`src/sv/tkps_pkg.sv`:
```
// ----------------------------------------------------------------------------
// tkps_pkg
// Shared widths, reset values and state encoding for the top-k pair selector.
// ----------------------------------------------------------------------------
package tkps_pkg;

    // fixed field widths
    localparam int SCORE_W    = 17;
    localparam int CAP_W      = 5;
    localparam int HELD_W     = 5;

    // parameter defaults
    localparam int SLOTS_DEF      = 16;
    localparam int INDEX_BITS_DEF = 20;

    // capacity after reset
    localparam logic [CAP_W-1:0] CAP_RESET = 5'd16;

    // input item kinds
    localparam logic KIND_OFFER = 1'b0;
    localparam logic KIND_DRAIN = 1'b1;

    // sequencer states
    typedef enum logic [1:0] {
        ST_IDLE,
        ST_FIND,
        ST_MINOUT,
        ST_DRAIN
    } tkps_state_t;

endpackage

```
`src/sv/tkps_ram.sv`:
```
// ----------------------------------------------------------------------------
// tkps_ram
// Generic single-port-write, single-port-read RAM with a registered read.
// ----------------------------------------------------------------------------
module tkps_ram #(
    parameter int WIDTH = 57,
    parameter int DEPTH = 16,
    parameter int AW    = (DEPTH > 1) ? $clog2(DEPTH) : 1
) (
    input  logic             clk,
    input  logic             we,
    input  logic [AW-1:0]    waddr,
    input  logic [WIDTH-1:0] wdata,
    input  logic [AW-1:0]    raddr,
    output logic [WIDTH-1:0] rdata
);

    logic [WIDTH-1:0] mem [DEPTH];
    logic [WIDTH-1:0] rdata_reg;

    // write port
    always_ff @(posedge clk)
    begin
        if (we)
        begin
            mem[waddr] <= wdata;
        end
    end

    // registered read port
    always_ff @(posedge clk)
    begin
        rdata_reg <= mem[raddr];
    end

    assign rdata = rdata_reg;

endmodule

```
`src/sv/tkps_scan.sv`:
```
// ----------------------------------------------------------------------------
// tkps_scan
// Minimum search over slots 0 .. n-1: one read a cycle, lowest slot wins a
// tie, masked slots are skipped. Done pulses once the best entry is final.
// ----------------------------------------------------------------------------
module tkps_scan
    import tkps_pkg::*;
#(
    parameter int SLOTS      = SLOTS_DEF,
    parameter int INDEX_BITS = INDEX_BITS_DEF
) (
    input  logic                                clk,
    input  logic                                rst_n,
    input  logic                                go,
    input  logic [$clog2(SLOTS+1)-1:0]          n,
    input  logic [SLOTS-1:0]                    mask,
    output logic [((SLOTS > 1) ? $clog2(SLOTS) : 1)-1:0] raddr,
    input  logic [SCORE_W+2*INDEX_BITS-1:0]     rdata,
    output logic                                done,
    output logic [((SLOTS > 1) ? $clog2(SLOTS) : 1)-1:0] best_slot,
    output logic [SCORE_W+2*INDEX_BITS-1:0]     best_word
);

    localparam int AW = (SLOTS > 1) ? $clog2(SLOTS) : 1;
    localparam int CW = $clog2(SLOTS + 1);
    localparam int WW = SCORE_W + 2 * INDEX_BITS;

    logic [AW-1:0] addr_reg, addr_next;
    logic          active_reg, active_next;
    logic          pend_reg, pend_next;
    logic          pend_last_reg, pend_last_next;
    logic [AW-1:0] pend_addr_reg, pend_addr_next;
    logic          found_reg, found_next;
    logic          done_reg, done_next;
    logic [AW-1:0] best_slot_reg, best_slot_next;
    logic [WW-1:0] best_word_reg, best_word_next;
    logic          at_end;
    logic          take;

    assign at_end = (CW'(addr_reg) + CW'(1)) == n;
    assign take   = pend_reg && !mask[pend_addr_reg] &&
                    (!found_reg ||
                     (rdata[WW-1 -: SCORE_W] < best_word_reg[WW-1 -: SCORE_W]));

    // address issue and compare
    always_comb
    begin
        addr_next      = addr_reg;
        active_next    = active_reg;
        pend_next      = 1'b0;
        pend_last_next = 1'b0;
        pend_addr_next = pend_addr_reg;
        found_next     = found_reg;
        best_slot_next = best_slot_reg;
        best_word_next = best_word_reg;
        done_next      = pend_reg && pend_last_reg;

        if (take)
        begin
            found_next     = 1'b1;
            best_slot_next = pend_addr_reg;
            best_word_next = rdata;
        end

        if (go)
        begin
            addr_next   = '0;
            active_next = 1'b1;
            found_next  = 1'b0;
        end
        else if (active_reg)
        begin
            pend_next      = 1'b1;
            pend_addr_next = addr_reg;
            pend_last_next = at_end;
            if (at_end)
            begin
                active_next = 1'b0;
            end
            else
            begin
                addr_next = addr_reg + AW'(1);
            end
        end
    end

    // control registers
    always_ff @(posedge clk or negedge rst_n)
    begin
        if (!rst_n)
        begin
            active_reg    <= 1'b0;
            pend_reg      <= 1'b0;
            pend_last_reg <= 1'b0;
            found_reg     <= 1'b0;
            done_reg      <= 1'b0;
        end
        else
        begin
            active_reg    <= active_next;
            pend_reg      <= pend_next;
            pend_last_reg <= pend_last_next;
            found_reg     <= found_next;
            done_reg      <= done_next;
        end
    end

    // address and best entry
    always_ff @(posedge clk)
    begin
        addr_reg      <= addr_next;
        pend_addr_reg <= pend_addr_next;
        best_slot_reg <= best_slot_next;
        best_word_reg <= best_word_next;
    end

    assign raddr     = addr_reg;
    assign done      = done_reg;
    assign best_slot = best_slot_reg;
    assign best_word = best_word_reg;

endmodule

```
`src/sv/top_k_pair_selector.sv`:
```
// ----------------------------------------------------------------------------
// top_k_pair_selector
// Keeps the best-scoring record pairs in a slot RAM and drains them in order.
// ----------------------------------------------------------------------------
// An offer with a free slot below capacity needs no scan. An offer that fills
// the store, or one that is turned down at capacity, runs one minimum scan
// over the n held entries through the single RAM read port; an offer that
// replaces the minimum runs two scans. A drain runs one scan per emitted
// entry; an empty drain runs none. Results are strobes of one cycle that the
// receiver must take; busy stays high until the last result of an item is
// issued. No clearing pass follows reset.
module top_k_pair_selector
    import tkps_pkg::*;
#(
    parameter int SLOTS      = SLOTS_DEF,
    parameter int INDEX_BITS = INDEX_BITS_DEF
) (
    input  logic                  clk,
    input  logic                  rst_n,
    // item command
    input  logic                  start,
    output logic                  busy,
    input  logic                  kind,
    input  logic [SCORE_W-1:0]    score,
    input  logic [INDEX_BITS-1:0] left_index,
    input  logic [INDEX_BITS-1:0] right_index,
    // capacity write
    input  logic                  cfg_valid,
    output logic                  cfg_ready,
    input  logic [CAP_W-1:0]      cfg_data,
    // results
    output logic                  result_valid,
    output logic                  accepted,
    output logic [HELD_W-1:0]     held_count,
    output logic                  is_full,
    output logic [SCORE_W-1:0]    min_score,
    output logic                  entry_valid,
    output logic [SCORE_W-1:0]    entry_score,
    output logic [INDEX_BITS-1:0] entry_left,
    output logic [INDEX_BITS-1:0] entry_right,
    output logic                  last
);

    localparam int AW = (SLOTS > 1) ? $clog2(SLOTS) : 1;
    localparam int CW = $clog2(SLOTS + 1);
    localparam int WW = SCORE_W + 2 * INDEX_BITS;

    tkps_state_t state_reg, state_next;

    logic [CAP_W-1:0]      cap_reg;
    logic [CW-1:0]         cap_eff;
    logic [CW-1:0]         count_reg, count_next;
    logic [CW-1:0]         count_inc;
    logic [CW-1:0]         k_reg, k_next;
    logic [SLOTS-1:0]      used_reg, used_next;
    logic                  acc_reg, acc_next;
    logic [SCORE_W-1:0]    score_reg;
    logic [INDEX_BITS-1:0] left_reg;
    logic [INDEX_BITS-1:0] right_reg;
    logic                  take_item;

    // ram and scan connections
    logic                  we;
    logic [AW-1:0]         waddr;
    logic [WW-1:0]         wdata;
    logic [AW-1:0]         raddr;
    logic [WW-1:0]         rdata;
    logic                  go;
    logic                  scan_done;
    logic [AW-1:0]         best_slot;
    logic [WW-1:0]         best_word;
    logic [SCORE_W-1:0]    best_score;

    // result register file
    logic                  res_valid_reg, res_valid_next;
    logic                  res_acc_reg, res_acc_next;
    logic [HELD_W-1:0]     res_held_reg, res_held_next;
    logic                  res_full_reg, res_full_next;
    logic [SCORE_W-1:0]    res_min_reg, res_min_next;
    logic                  res_ev_reg, res_ev_next;
    logic [SCORE_W-1:0]    res_es_reg, res_es_next;
    logic [INDEX_BITS-1:0] res_el_reg, res_el_next;
    logic [INDEX_BITS-1:0] res_er_reg, res_er_next;
    logic                  res_last_reg, res_last_next;

    assign busy       = (state_reg != ST_IDLE);
    assign take_item  = start && !busy;
    assign cfg_ready  = 1'b1;
    assign count_inc  = count_reg + CW'(1);
    assign best_score = best_word[WW-1 -: SCORE_W];

    // effective capacity, clamped to 1 .. SLOTS
    always_comb
    begin
        if (cap_reg == '0)
        begin
            cap_eff = CW'(1);
        end
        else if (int'(cap_reg) > SLOTS)
        begin
            cap_eff = CW'(SLOTS);
        end
        else
        begin
            cap_eff = CW'(cap_reg);
        end
    end

    // capacity register
    always_ff @(posedge clk or negedge rst_n)
    begin
        if (!rst_n)
        begin
            cap_reg <= CAP_RESET;
        end
        else if (cfg_valid && cfg_ready)
        begin
            cap_reg <= cfg_data;
        end
    end

    tkps_ram #(
        .WIDTH (WW),
        .DEPTH (SLOTS),
        .AW    (AW)
    ) u_ram (
        .clk   (clk),
        .we    (we),
        .waddr (waddr),
        .wdata (wdata),
        .raddr (raddr),
        .rdata (rdata)
    );

    tkps_scan #(
        .SLOTS      (SLOTS),
        .INDEX_BITS (INDEX_BITS)
    ) u_scan (
        .clk       (clk),
        .rst_n     (rst_n),
        .go        (go),
        .n         (count_reg),
        .mask      (used_reg),
        .raddr     (raddr),
        .rdata     (rdata),
        .done      (scan_done),
        .best_slot (best_slot),
        .best_word (best_word)
    );

    // sequencer: next state, ram writes and result
    always_comb
    begin
        state_next     = state_reg;
        count_next     = count_reg;
        k_next         = k_reg;
        used_next      = used_reg;
        acc_next       = acc_reg;
        go             = 1'b0;
        we             = 1'b0;
        waddr          = best_slot;
        wdata          = {score_reg, left_reg, right_reg};
        res_valid_next = 1'b0;
        res_acc_next   = 1'b0;
        res_held_next  = '0;
        res_full_next  = 1'b0;
        res_min_next   = '0;
        res_ev_next    = 1'b0;
        res_es_next    = '0;
        res_el_next    = '0;
        res_er_next    = '0;
        res_last_next  = 1'b1;

        unique case (state_reg)
            ST_IDLE:
            begin
                if (take_item)
                begin
                    if (kind == KIND_OFFER)
                    begin
                        if (count_reg < cap_eff)
                        begin
                            // free slot: append at the fill position
                            we         = 1'b1;
                            waddr      = AW'(count_reg);
                            wdata      = {score, left_index, right_index};
                            count_next = count_inc;
                            acc_next   = 1'b1;
                            if (count_inc >= cap_eff)
                            begin
                                go         = 1'b1;
                                state_next = ST_MINOUT;
                            end
                            else
                            begin
                                res_valid_next = 1'b1;
                                res_acc_next   = 1'b1;
                                res_held_next  = HELD_W'(count_inc);
                            end
                        end
                        else
                        begin
                            acc_next   = 1'b0;
                            go         = 1'b1;
                            state_next = ST_FIND;
                        end
                    end
                    else if (count_reg == '0)
                    begin
                        // drain of an empty store
                        res_valid_next = 1'b1;
                    end
                    else
                    begin
                        k_next     = '0;
                        used_next  = '0;
                        go         = 1'b1;
                        state_next = ST_DRAIN;
                    end
                end
            end

            ST_FIND:
            begin
                if (scan_done)
                begin
                    if (score_reg > best_score)
                    begin
                        // replace the minimum, then find the new one
                        we         = 1'b1;
                        acc_next   = 1'b1;
                        go         = 1'b1;
                        state_next = ST_MINOUT;
                    end
                    else
                    begin
                        res_valid_next = 1'b1;
                        res_held_next  = HELD_W'(count_reg);
                        res_full_next  = 1'b1;
                        res_min_next   = best_score;
                        state_next     = ST_IDLE;
                    end
                end
            end

            ST_MINOUT:
            begin
                if (scan_done)
                begin
                    res_valid_next = 1'b1;
                    res_acc_next   = acc_reg;
                    res_held_next  = HELD_W'(count_reg);
                    res_full_next  = 1'b1;
                    res_min_next   = best_score;
                    state_next     = ST_IDLE;
                end
            end

            ST_DRAIN:
            begin
                if (scan_done)
                begin
                    res_valid_next       = 1'b1;
                    res_ev_next          = 1'b1;
                    res_es_next          = best_score;
                    res_el_next          = best_word[2*INDEX_BITS-1 -: INDEX_BITS];
                    res_er_next          = best_word[INDEX_BITS-1:0];
                    res_last_next        = ((k_reg + CW'(1)) == count_reg);
                    used_next[best_slot] = 1'b1;
                    if ((k_reg + CW'(1)) == count_reg)
                    begin
                        count_next = '0;
                        used_next  = '0;
                        state_next = ST_IDLE;
                    end
                    else
                    begin
                        k_next = k_reg + CW'(1);
                        go     = 1'b1;
                    end
                end
            end

            default:
            begin
                state_next = ST_IDLE;
            end
        endcase
    end

    // control state
    always_ff @(posedge clk or negedge rst_n)
    begin
        if (!rst_n)
        begin
            state_reg     <= ST_IDLE;
            count_reg     <= '0;
            k_reg         <= '0;
            used_reg      <= '0;
            acc_reg       <= 1'b0;
            res_valid_reg <= 1'b0;
        end
        else
        begin
            state_reg     <= state_next;
            count_reg     <= count_next;
            k_reg         <= k_next;
            used_reg      <= used_next;
            acc_reg       <= acc_next;
            res_valid_reg <= res_valid_next;
        end
    end

    // item capture
    always_ff @(posedge clk)
    begin
        if (take_item)
        begin
            score_reg <= score;
            left_reg  <= left_index;
            right_reg <= right_index;
        end
    end

    // result payload
    always_ff @(posedge clk)
    begin
        if (res_valid_next)
        begin
            res_acc_reg  <= res_acc_next;
            res_held_reg <= res_held_next;
            res_full_reg <= res_full_next;
            res_min_reg  <= res_min_next;
            res_ev_reg   <= res_ev_next;
            res_es_reg   <= res_es_next;
            res_el_reg   <= res_el_next;
            res_er_reg   <= res_er_next;
            res_last_reg <= res_last_next;
        end
    end

    assign result_valid = res_valid_reg;
    assign accepted     = res_acc_reg;
    assign held_count   = res_held_reg;
    assign is_full      = res_full_reg;
    assign min_score    = res_min_reg;
    assign entry_valid  = res_ev_reg;
    assign entry_score  = res_es_reg;
    assign entry_left   = res_el_reg;
    assign entry_right  = res_er_reg;
    assign last         = res_last_reg;

endmodule

```
`config.mk`:
```
export PLATFORM = sky130hd
export DESIGN_NAME = top_k_pair_selector
export DESIGN_NICKNAME = d
export VERILOG_FILES = /design/src/sv/tkps_pkg.sv /design/src/sv/tkps_ram.sv /design/src/sv/tkps_scan.sv /design/src/sv/top_k_pair_selector.sv
export SDC_FILE = /design/constraint.sdc
export NUM_CORES = 1
export LEC_CHECK = 0
export CORE_AREA = 10 10 296 298
export CTS_CLUSTER_SIZE = 24
export DETAILED_ROUTE_END_ITERATION = 16
export DIE_AREA = 0 0 306 308
export DONT_BUFFER_PORTS = 1
export PLACE_DENSITY = 0.72
export SYNTH_ARGS = -nofsm -noshare
export SYNTH_HDL_FRONTEND = slang
export SYNTH_SLANG_ARGS = --single-unit
```
`constraint.sdc`:
```
create_clock -name clk -period 5.9 [get_ports clk]
set_input_delay 1.475 -clock clk [delete_from_list [all_inputs] [get_ports clk]]
set_output_delay 1.475 -clock clk [all_outputs]
set_load 0.05 [all_outputs]
```
* Word level (Yosys, flattened, before mapping)
Memory sizes are Yosys's and may differ from the RTL's. A register that Yosys moved wholly into a read port is not among the register bits. Index checks and enable logic that the tools add are counted.
Cells by class: reductions and logical operators 25, add/sub/neg operators 4, equal/unequal tests 18, order comparisons 8, bitwise gates (word level) 3, multiplexer cells 99
Operators with widths (number):
- $mux W57 | 4
- $mux W5 | 19
- $mux W16 | 5
- $mux W17 | 3
- $mux W1 | 40
- $pmux W17 S2 | 1
- $pmux W16 S2 | 1
- $mux W2 | 10
- $pmux W5 S2 | 2
- $gt A17 B17 Y1 | 1
- $lt A17 B17 Y1 | 1
- $mux W4 | 4
- $ne A2 B2 Y1 const B | 8
- $or A16 B16 Y16 | 1
- $pmux W5 S3 | 1
- $reduce_and A6 Y1 | 2
- $add A5 B1 Y5 const B | 2
- $eq A5 B5 Y1 | 2
- $logic_not A5 Y1 | 2
- $lt A4 B5 Y1 const B | 2
- $reduce_and A5 Y1 | 2
- $pmux W1 S2 | 4
- $pmux W2 S4 | 1
- $reduce_bool A2 Y1 | 4
- other kinds (22) | 35
Word-level totals: output and inout port bits 86, register bits after elaboration 249, RAM bits 912, memories kept 1
Memory list:
- u_ram.mem | words 16, width 57, read ports 1, clocked after memory_dff 1, wr ports 1, RTL line tkps_ram.sv:18 | logic [WIDTH-1:0] mem [DEPTH];

* Depth between registers and ports, before layout
Gate-level depths: netlist of the first run.
word-level depth 11, gate-level depth with buffers 11

* By module
From an unflattened synthesis of the first run, not the netlist that was laid out.
Unflattened totals: cell total of the unflattened synthesis 2261, area, all modules 46380.7 sq um
By module, submodules not included:
- tkps_ram | times used 1, cells an instance 1470, area an instance 35252.6 sq um, sequential area each 28527.4 sq um
- top_k_pair_selector | times used 1, cells an instance 616, area an instance 8172.8 sq um, sequential area each 5081.1 sq um
- tkps_scan | times used 1, cells an instance 175, area an instance 2955.3 sq um, sequential area each 2157.1 sq um

* Worst setup path after synthesis of the first run
OpenSTA, ideal clock, no wires.
kind input-to-reg, start point input start, end point memory u_ram.mem[10][0] (enable), slack -0.702 ns, arrival 6.130 ns, library setup time 0.472 ns, path buffers 1, cell stages on the path 7, cells stage by stage nand2_1 inv_1 nand4_1 clkbuf_1 nor3b_1 a31oi_1 nor2_1
On the way: word-level cells in the longest chain between the ends 5
Ends and longest elaborated chain:
- from (decl) | RTL line top_k_pair_selector.sv:21 | input logic start,
- $logic_and A1 B1 Y1 * | RTL line top_k_pair_selector.sv:87 | assign take_item = start && !busy;
- via take_item | RTL line top_k_pair_selector.sv:60 | logic take_item;
- $mux W1 | RTL line top_k_pair_selector.sv:177 | if (take_item)
- $pmux W1 S2 | RTL line top_k_pair_selector.sv:174 | unique case (state_reg)
- $mux W1 | RTL line tkps_ram.sv:24 | if (we)
- $mux W1 (not written as such) | RTL line tkps_ram.sv:26 | mem[waddr] <= wdata;
- to (decl) | RTL line tkps_ram.sv:18
The timed path passes the listed nets; every way through them passes the cells marked *.

* Worst setup path in the final report of the first run
start point register u_scan.best_word_reg[52], in the netlist u_scan.best_word[52], end point register res_el_reg[13], in the netlist entry_left[13] (enable)
On the way: word-level cells in the longest chain between the ends 4
Ends and longest elaborated chain:
- from (decl) | RTL line tkps_scan.sv:36 | logic [WW-1:0] best_word_reg, best_word_next;
- from (signal assigned) | RTL line tkps_scan.sv:114 | best_word_reg <= best_word_next;
- $gt A17 B17 Y1 | RTL line top_k_pair_selector.sv:227 | if (score_reg > best_score)
- $mux W1 | RTL line top_k_pair_selector.sv:227
- $mux W1 | RTL line top_k_pair_selector.sv:225 | if (scan_done)
- $pmux W1 S3 | RTL line top_k_pair_selector.sv:174
- via res_valid_next | RTL line top_k_pair_selector.sv:75 | logic res_valid_reg, res_valid_next;
- to (signal assigned) | RTL line top_k_pair_selector.sv:336 | res_el_reg <= res_el_next;
- to (decl) | RTL line top_k_pair_selector.sv:82 | logic [INDEX_BITS-1:0] res_el_reg, res_el_next;
The timed path passes the listed nets, and every way through them passes these cells. A chain may end at the register's enable or synchronous reset.

==> results.json, run 1 <==
{
  "hold_violations": 0,
  "synth_top_area_share": 0.725,
  "worst_clock_skew_ps": 26.4,
  "pwr-share-clk": 0.411,
  "synthTopCellsByCount": "edfxtp_1 (1117), mux4_2 (289), and3_1 (78), mux2_2 (68), clkbuf_1 (63)",
  "area_growth_pct": 11.9,
  "gr-total-overflow": 0,
  "cpLargestDelayFamily": "compound AO/OA/AOI/OAI gates",
  "synth_edf_count": 1117,
  "synth_ff_type": "edfxtp_1",
  "hpwl_um": 55500,
  "ctsHoldBuffers": 0,
  "clkLatencyLatePin_ps": 690,
  "detail-route-antenna-nets": 0,
  "dp.cells": 3115,
  "syn_area_um2": 46300,
  "drive_above_1_share": 0.269,
  "syn-num-nets": 2218,
  "largest_register_ffs": 912,
  "yosysMostFrequentCell": "edfxtp_1",
  "start_kind": "register",
  "cp_max_fo": 22,
  "cts_max_path_buffers": 3,
  "postLayoutCoreUtil": 0.635,
  "worstPathRequired_ps": 6240,
  "path_buf_inv": 2,
  "fp-row-count": 105,
  "grt_pass1_vias": 22200,
  "drt_iter0_markers": 2362,
  "drt-total-wl_um": 101000,
  "rsz0062_at_grt": "no",
  "reg2reg_to": "entry_left[13]",
  "avgSynthCellArea_um2": 22.1,
  "cpPeakStageDelay_ps": 790,
  "chipWidth_um": 306,
  "ys_seq_elements": 1218,
  "status": "complete, no violations",
  "ioPinCount": 153,
  "leakage_nw": 17.0,
  "ff2ff_setup_slack_ps": 1740,
  "io_buffer_count": 0,
  "p_switching_mw": 3.76,
  "fmax_ghz": 0.240,
  "synthArstFlopShare": 0.0328,
  "post_drt_wl_per_cell_um": 30.2,
  "cts.sink_count": 1218,
  "cts_setup_buffers": 0,
  "yosys_warnings": 0,
  "cp_cell_sequence": "inv_1 -> ha_1 -> nand4_1 -> nor4_1 -> nand4_1 -> o31a_2 -> o21ai_4 -> o31a_2 -> buf_4",
  "vias": 21500,
  "arrival_ps": 4510,
  "cap_violations": 0,
  "reg2regPathDepth": 9,
  "ir_worst_vdd_v": 0.000264,
  "synthCells": 2099,
  "synth_area_leader_cell": "edfxtp_1",
  "post-route-period-util": 0.706,
  "synth_area_leaders": "edfxtp_1 (72%), mux4_2 (14%), dfxtp_1 (2.6%)",
  "setup-violations-final": 0,
  "routabilityCongestion": 0.854,
  "p_sw_frac": 0.211,
  "r2r_start": "u_scan.best_word[52]",
  "drc": 0,
  "grt.total_usage": 0.216,
  "start_util": 0.567,
  "die_h_um": 308,
  "path_class": "reg2reg",
  "crit_path_start": "u_scan.best_word[52]",
  "ctsRootBufferMaster": "clkbuf_16",
  "core_area_um2": 81600,
  "grt_pass1_wl_um": 150000,
  "final.min_clock_period_ps": 4160,
  "hold_class": "reg2reg",
  "cts_buffers": 115,
  "power.internal_mw": 14.0,
  "max-slew-margin-rel": 0.173,
  "critPathSlowestCell": "o31a_2",
  "yosysSeqAreaShare": 0.773,
  "grt_start_max_net_pins": 131,
  "synth.distinct_cells": 56,
  "antenna_found_initial": 13,
  "dr.pass1.iters": 8,
  "fin_cells": 3338,
  "setup-tns-final_ps": 0,
  "p_seq_frac": 0.549,
  "via_per_inst": 6.44,
  "slew_viol_final": 0,
  "final_nets": 2281,
  "critical_path_depth": 9,
  "cts_tree": "yes",
  "htreeDepth": 3,
  "cts.clk_slew.worst_paths_ps": 60,
  "ctsResizeCount": 0,
  "worstSetupEndpointType": "register",
  "endpoint": "entry_left[13]",
  "pwr_density_cell_nw_per_um2": 344,
  "power_frac_comb": 0.039,
  "die-area_um2": 94200,
  "worstMarginPinSlew_ps": 1240
}
-- layout by cell type, fill, tap and decap left out, drive strengths merged, types with 7 or more instances in the layout --
cell type	Yosys	layout
edfxtp	1117	1117
nand2	22	22
dfrtp	39	39
mux2	68	68
nand3	7	7
mux4	289	289
and3	78	78
xnor2	13	13
a31oi	12	12
o21ai	10	10
clkbuf	63	147
bufinv	0	10
nor3	14	14
a22o	9	9
a21oi	33	33
buf	36	45
clkinvlp	0	7
a21o	12	12
dfxtp	61	61
nor2	51	51
nand4	7	7
nor2b	7	7
ha	52	52
clkinv	0	49
inv	37	43
-- cell families after synthesis --
logic type	Yosys count	synth area share
other	1	0.0000810
flip-flops	1218	0.773
AO/OA/AOI/OAI	106	0.0156
multiplexers	363	0.158
AND/OR/NAND/NOR	203	0.0232
XOR/XNOR	19	0.00359
buffers and inverters	136	0.0121
adder cells (fa/ha/maj)	53	0.0143
-- final cells by class --
class | instances | area, um2
diodes | 4 | 10.0
multi-input cells | 745 | 10100
fillers | 5260 | 29800
repair buffers | 45 | 626
flip-flops and latches | 1218 | 35800
well taps | 1070 | 1340
clock buffers | 147 | 3100
clock inverters | 72 | 703
inverters | 37 | 140
-- stage by stage --
stage	total power [mW]	setup slack [ps]	area (um2)	hold slack, ps
after floorplan	10.4	-702	46300	386
after global placement	10.6	1460	48000	389
after detailed placement	10.7	1340	48000	389
after CTS	17.9	1670	51800	400
after global routing	18.3	1430	51800	406
final	17.8	1740	51800	401
-- power by group through the flow --
stage | combinational, mW | sequential (mW) | clock [mW]
floorplan | 0.498 | 9.94 | 0
global placement | 0.671 | 9.96 | 0
detailed placement | 0.699 | 9.96 | 0
CTS | 0.704 | 9.78 | 7.47
global route | 0.756 | 9.78 | 7.78
finish | 0.697 | 9.78 | 7.32
-- worst min-delay path by stage --
stage / start / end / cells past startpoint
6_report: u_ram.rdata[37] / u_scan.best_word[37] / 0
5_1_grt: u_ram.rdata[20] / u_scan.best_word[20] / 0
4_1_cts: u_ram.rdata[37] / u_scan.best_word[37] / 0
3_5_place_dp: u_ram.rdata[10] / u_scan.best_word[10] / 0
3_3_place_gp: u_ram.rdata[8] / u_scan.best_word[8] / 0
2_1_floorplan: u_ram.rdata[0] / u_scan.best_word[0] / 0
-- per-layer routing --
layer | GRT usage | share of wire | vias up | wire, um
li1 | - | - | 8852 | -
met4 | 0.0587 | 0.022 | 12 | 2230
met2 | 0.341 | 0.48 | 1079 | 48800
met1 | 0.304 | 0.40 | 11400 | 40500
met3 | 0.0483 | 0.090 | 176 | 9100
met5 | 0 | 0.00079 | - | 80
(Power assumes the default switching activity.)
==> run 2: changes to the inputs <==
--- a/config.mk
+++ b/config.mk
@@ -5,10 +5,11 @@
 export SDC_FILE = /design/constraint.sdc
 export NUM_CORES = 1
 export LEC_CHECK = 0
-export CORE_AREA = 10 10 296 298
+export ABC_AREA = 1
+export CORE_AREA = 10 10 301 303
 export CTS_CLUSTER_SIZE = 24
 export DETAILED_ROUTE_END_ITERATION = 16
-export DIE_AREA = 0 0 306 308
+export DIE_AREA = 0 0 311 313
 export DONT_BUFFER_PORTS = 1
 export PLACE_DENSITY = 0.72
 export SYNTH_ARGS = -nofsm -noshare
==> constraint.sdc (replaced) <==
create_clock -name clk -period 3.4 [get_ports clk]
set_input_delay 0.85 -clock clk [delete_from_list [all_inputs] [get_ports clk]]
set_output_delay 0.85 -clock clk [all_outputs]
set_load 0.05 [all_outputs]
==> run 2 against run 1 <==
Non-clock buffer count grew 26. Sequential share of layout area shrank 2.2 points. Critical path depth is 6 higher. Flip-flop and latch count unchanged. Final cell count rose by 35%. Maximum frequency rose by 29%. Clock power up 73%. Critical endpoint is now u_ram.mem[14][22].
==> results.json, run 2 <==
{
  "status": "complete, no violations",
  "ys_seq_elements": 1218,
  "routabilityCongestion": 0.828,
  "synth_area_leader_cell": "edfxtp_1",
  "grt_pass1_vias": 27400,
  "cts.sink_count": 1218,
  "path_buf_inv": 5,
  "dp.cells": 4280,
  "postLayoutCoreUtil": 0.633,
  "fmax_ghz": 0.311,
  "grt_start_max_net_pins": 188,
  "synth_area_leaders": "edfxtp_1 (70%), nor2_1 (3.6%), mux2i_1 (3.6%)",
  "yosys_warnings": 0,
  "synthCells": 3270,
  "die_h_um": 313,
  "cts.clk_slew.worst_paths_ps": 60,
  "io_buffer_count": 0,
  "worstMarginPinSlew_ps": 1110,
  "drc": 0,
  "drt-total-wl_um": 108000,
  "cts_max_path_buffers": 3,
  "cts_tree": "yes",
  "start_kind": "register",
  "synth_edf_count": 1117,
  "hold_class": "in2reg",
  "worst_clock_skew_ps": 35.1,
  "post_drt_wl_per_cell_um": 24.0,
  "max-slew-margin-rel": 0.261,
  "clkLatencyLatePin_ps": 690,
  "yosysMostFrequentCell": "edfxtp_1",
  "drt_iter0_markers": 2887,
  "pwr_density_cell_nw_per_um2": 843,
  "gr-total-overflow": 0,
  "hold_violations": 0,
  "drive_above_1_share": 0.115,
  "rsz0062_at_grt": "yes",
  "syn-num-nets": 3389,
  "hold_slack_ps": 252,
  "dr.pass1.iters": 6,
  "cap_violations": 0,
  "ctsRootBufferMaster": "clkbuf_16",
  "cpLargestDelayFamily": "simple AND/OR/NAND/NOR gates",
  "critical_path_depth": 15,
  "detail-route-antenna-nets": 0,
  "largest_register_ffs": 912,
  "multi_input_area_um2": 10800,
  "synth.distinct_cells": 49,
  "arrival_ps": 3580,
  "synthArstFlopShare": 0.0328,
  "avgSynthCellArea_um2": 14.6,
  "hold_depth": 0,
  "vias": 27400,
  "synth_top_area_share": 0.700,
  "final_nets": 3378,
  "ioPinCount": 153,
  "fp-row-count": 107,
  "final.min_clock_period_ps": 3220,
  "cpPeakStageDelay_ps": 540,
  "grt_pass1_wl_um": 165000,
  "die-area_um2": 97300,
  "syn_area_um2": 47900,
  "worstSetupEndpointType": "register",
  "critPathSlowestCell": "dfstp_2",
  "worstPathRequired_ps": 3760,
  "reg2regPathDepth": 15,
  "final_common_cell": "edfxtp_1",
  "antenna_found_initial": 3,
  "via_per_inst": 6.08,
  "setup-violations-final": 0,
  "post-route-period-util": 0.946,
  "leakage_nw": 18.2,
  "cp_common_cell": "inv_1",
  "regArea_um2": 35800,
  "yosysSeqAreaShare": 0.747,
  "fill_cells": 5950,
  "fin_cells": 4505,
  "ir_worst_vdd_v": 0.000771,
  "slew_viol_final": 0,
  "core_area_um2": 84600,
  "hpwl_um": 60300,
  "cp_cell_sequence": "inv_1 -> nand2_1 -> ha_1 -> nand2_1 -> inv_1 -> o21ai_2 -> nand3_2 -> nor2_4 -> nand3_1 -> nand2_2 -> inv_1 -> nor2_4 -> nand3_2 -> clkinvlp_4 -> buf_12",
  "synthTopCellsByCount": "edfxtp_1 (1117), nor2_1 (457), o21ai_0 (264), nand2_1 (193), o221ai_1 (171)",
  "cts_buffers": 115,
  "grt.total_usage": 0.216,
  "chipWidth_um": 311,
  "synth_ff_type": "edfxtp_1",
  "path_class": "reg2reg",
  "htreeDepth": 3,
  "final_cell_mix": "edfxtp_1 (1117), nor2_1 (454), o21ai_0 (264), nand2_1 (186), o221ai_1 (171)",
  "cp_max_fo": 18,
  "area_growth_pct": 11.8,
  "start_util": 0.566
}
[run 2: cell count changes in the layout (fill, tap and decap cells not counted), moves of 53 or more]
cell	before	now
nor2_1	35	454
mux4_2	289	0
o21ai_0	8	264
o221ai_1	0	171
mux2i_1	6	170
nand2_1	22	186
inv_1	36	131
and3_1	78	0
nand3_1	7	83
o211ai_1	3	57
o32ai_1	0	53
[run 2: what timing repair did]
| action | in CTS | in global routing |
|---|---|---|
| setup buffers | 0 | 2 |
| endpoints found under the hold margin | 40 | 0 |
| setup endpoints to repair | 0 | 590 |
| hold buffers | 2 | 0 |
| gates resized for setup | 0 | 4 |
[run 2: final cells by class]
cell class | instances | area share
clock buffer | 152 | 0.0590
multi-input combinational | 1700 | 0.202
sequential | 1218 | 0.668
antenna | 1 | 0.0000468
inverter | 153 | 0.0119
timing repair buffer | 71 | 0.0198
clock inverter | 66 | 0.0122
tap | 1144 | 0.0267
[run 2: through the flow]
stage	instance area, um2	total power [mW]	setup TNS, ps	worst slack [ps]
after floorplan	48100	29.2	-320020	-370
after global routing	53500	47.3	-141	-17.6
final	53500	45.1	0	183
after detailed placement	49600	32.6	0	156
after global placement	49600	32.1	0	195
after CTS	53400	45.3	0	148
[run 2: path summary, 6_finish.rpt]
path	end	startpoint	slack, ps
setup / recovery	u_ram.mem[14][22]	cap_reg[4]	180
hold / removal	score_reg[15]	score[15]	250
setup reg to reg	u_ram.mem[14][22]	cap_reg[4]	180
hold reg to reg	u_scan.best_word[25]	u_ram.rdata[25]	390
max in group asynchronous	cap_reg[4]	rst_n	2480
min in group asynchronous	cap_reg[2]	rst_n	660
[run 2: logic make-up (layout without fill, tap and decap cells)]
kind of cell,count (synthesis),in the layout,synth area share
AOI/OAI and AO/OA,612,612,0.0864
xor gates and xnor gates,10,10,0.00183
other,1,2,0.0000783
buffers and inverters,352,442,0.0318
and+or+nand+nor,798,798,0.0683
muxes,227,227,0.0511
adders and majority gates,52,52,0.0136
DFF,1218,1218,0.747
[run 2: metal layers]
layer	GRT usage	routed length [um]	vias up
li1	-	-	12300
met1	0.288	44500	13900
met2	0.362	53300	1066
met3	0.0359	7740	163
met4	0.0705	2540	2
met5	0	13	-
[run 2: worst register-to-register path: stages (launching register included)]
cell,delay (ps)
dfstp_2,540
inv_1,80
nand2_1,100
ha_1,250
nand2_1,70
inv_1,50
o21ai_2,150
nand3_2,160
nor2_4,250
nand3_1,190
nand2_2,190
inv_1,130
nor2_4,180
nand3_2,120
clkinvlp_4,200
buf_12,230
[run 2: where the power goes]
part	internal (mW)	leakage (nW)	switching [mW]
Sequential	19.4	11.2	1.64
Clock	7.31	1.88	5.38
Combinational	3.46	5.12	7.94
Total	30.1	18.2	15.0
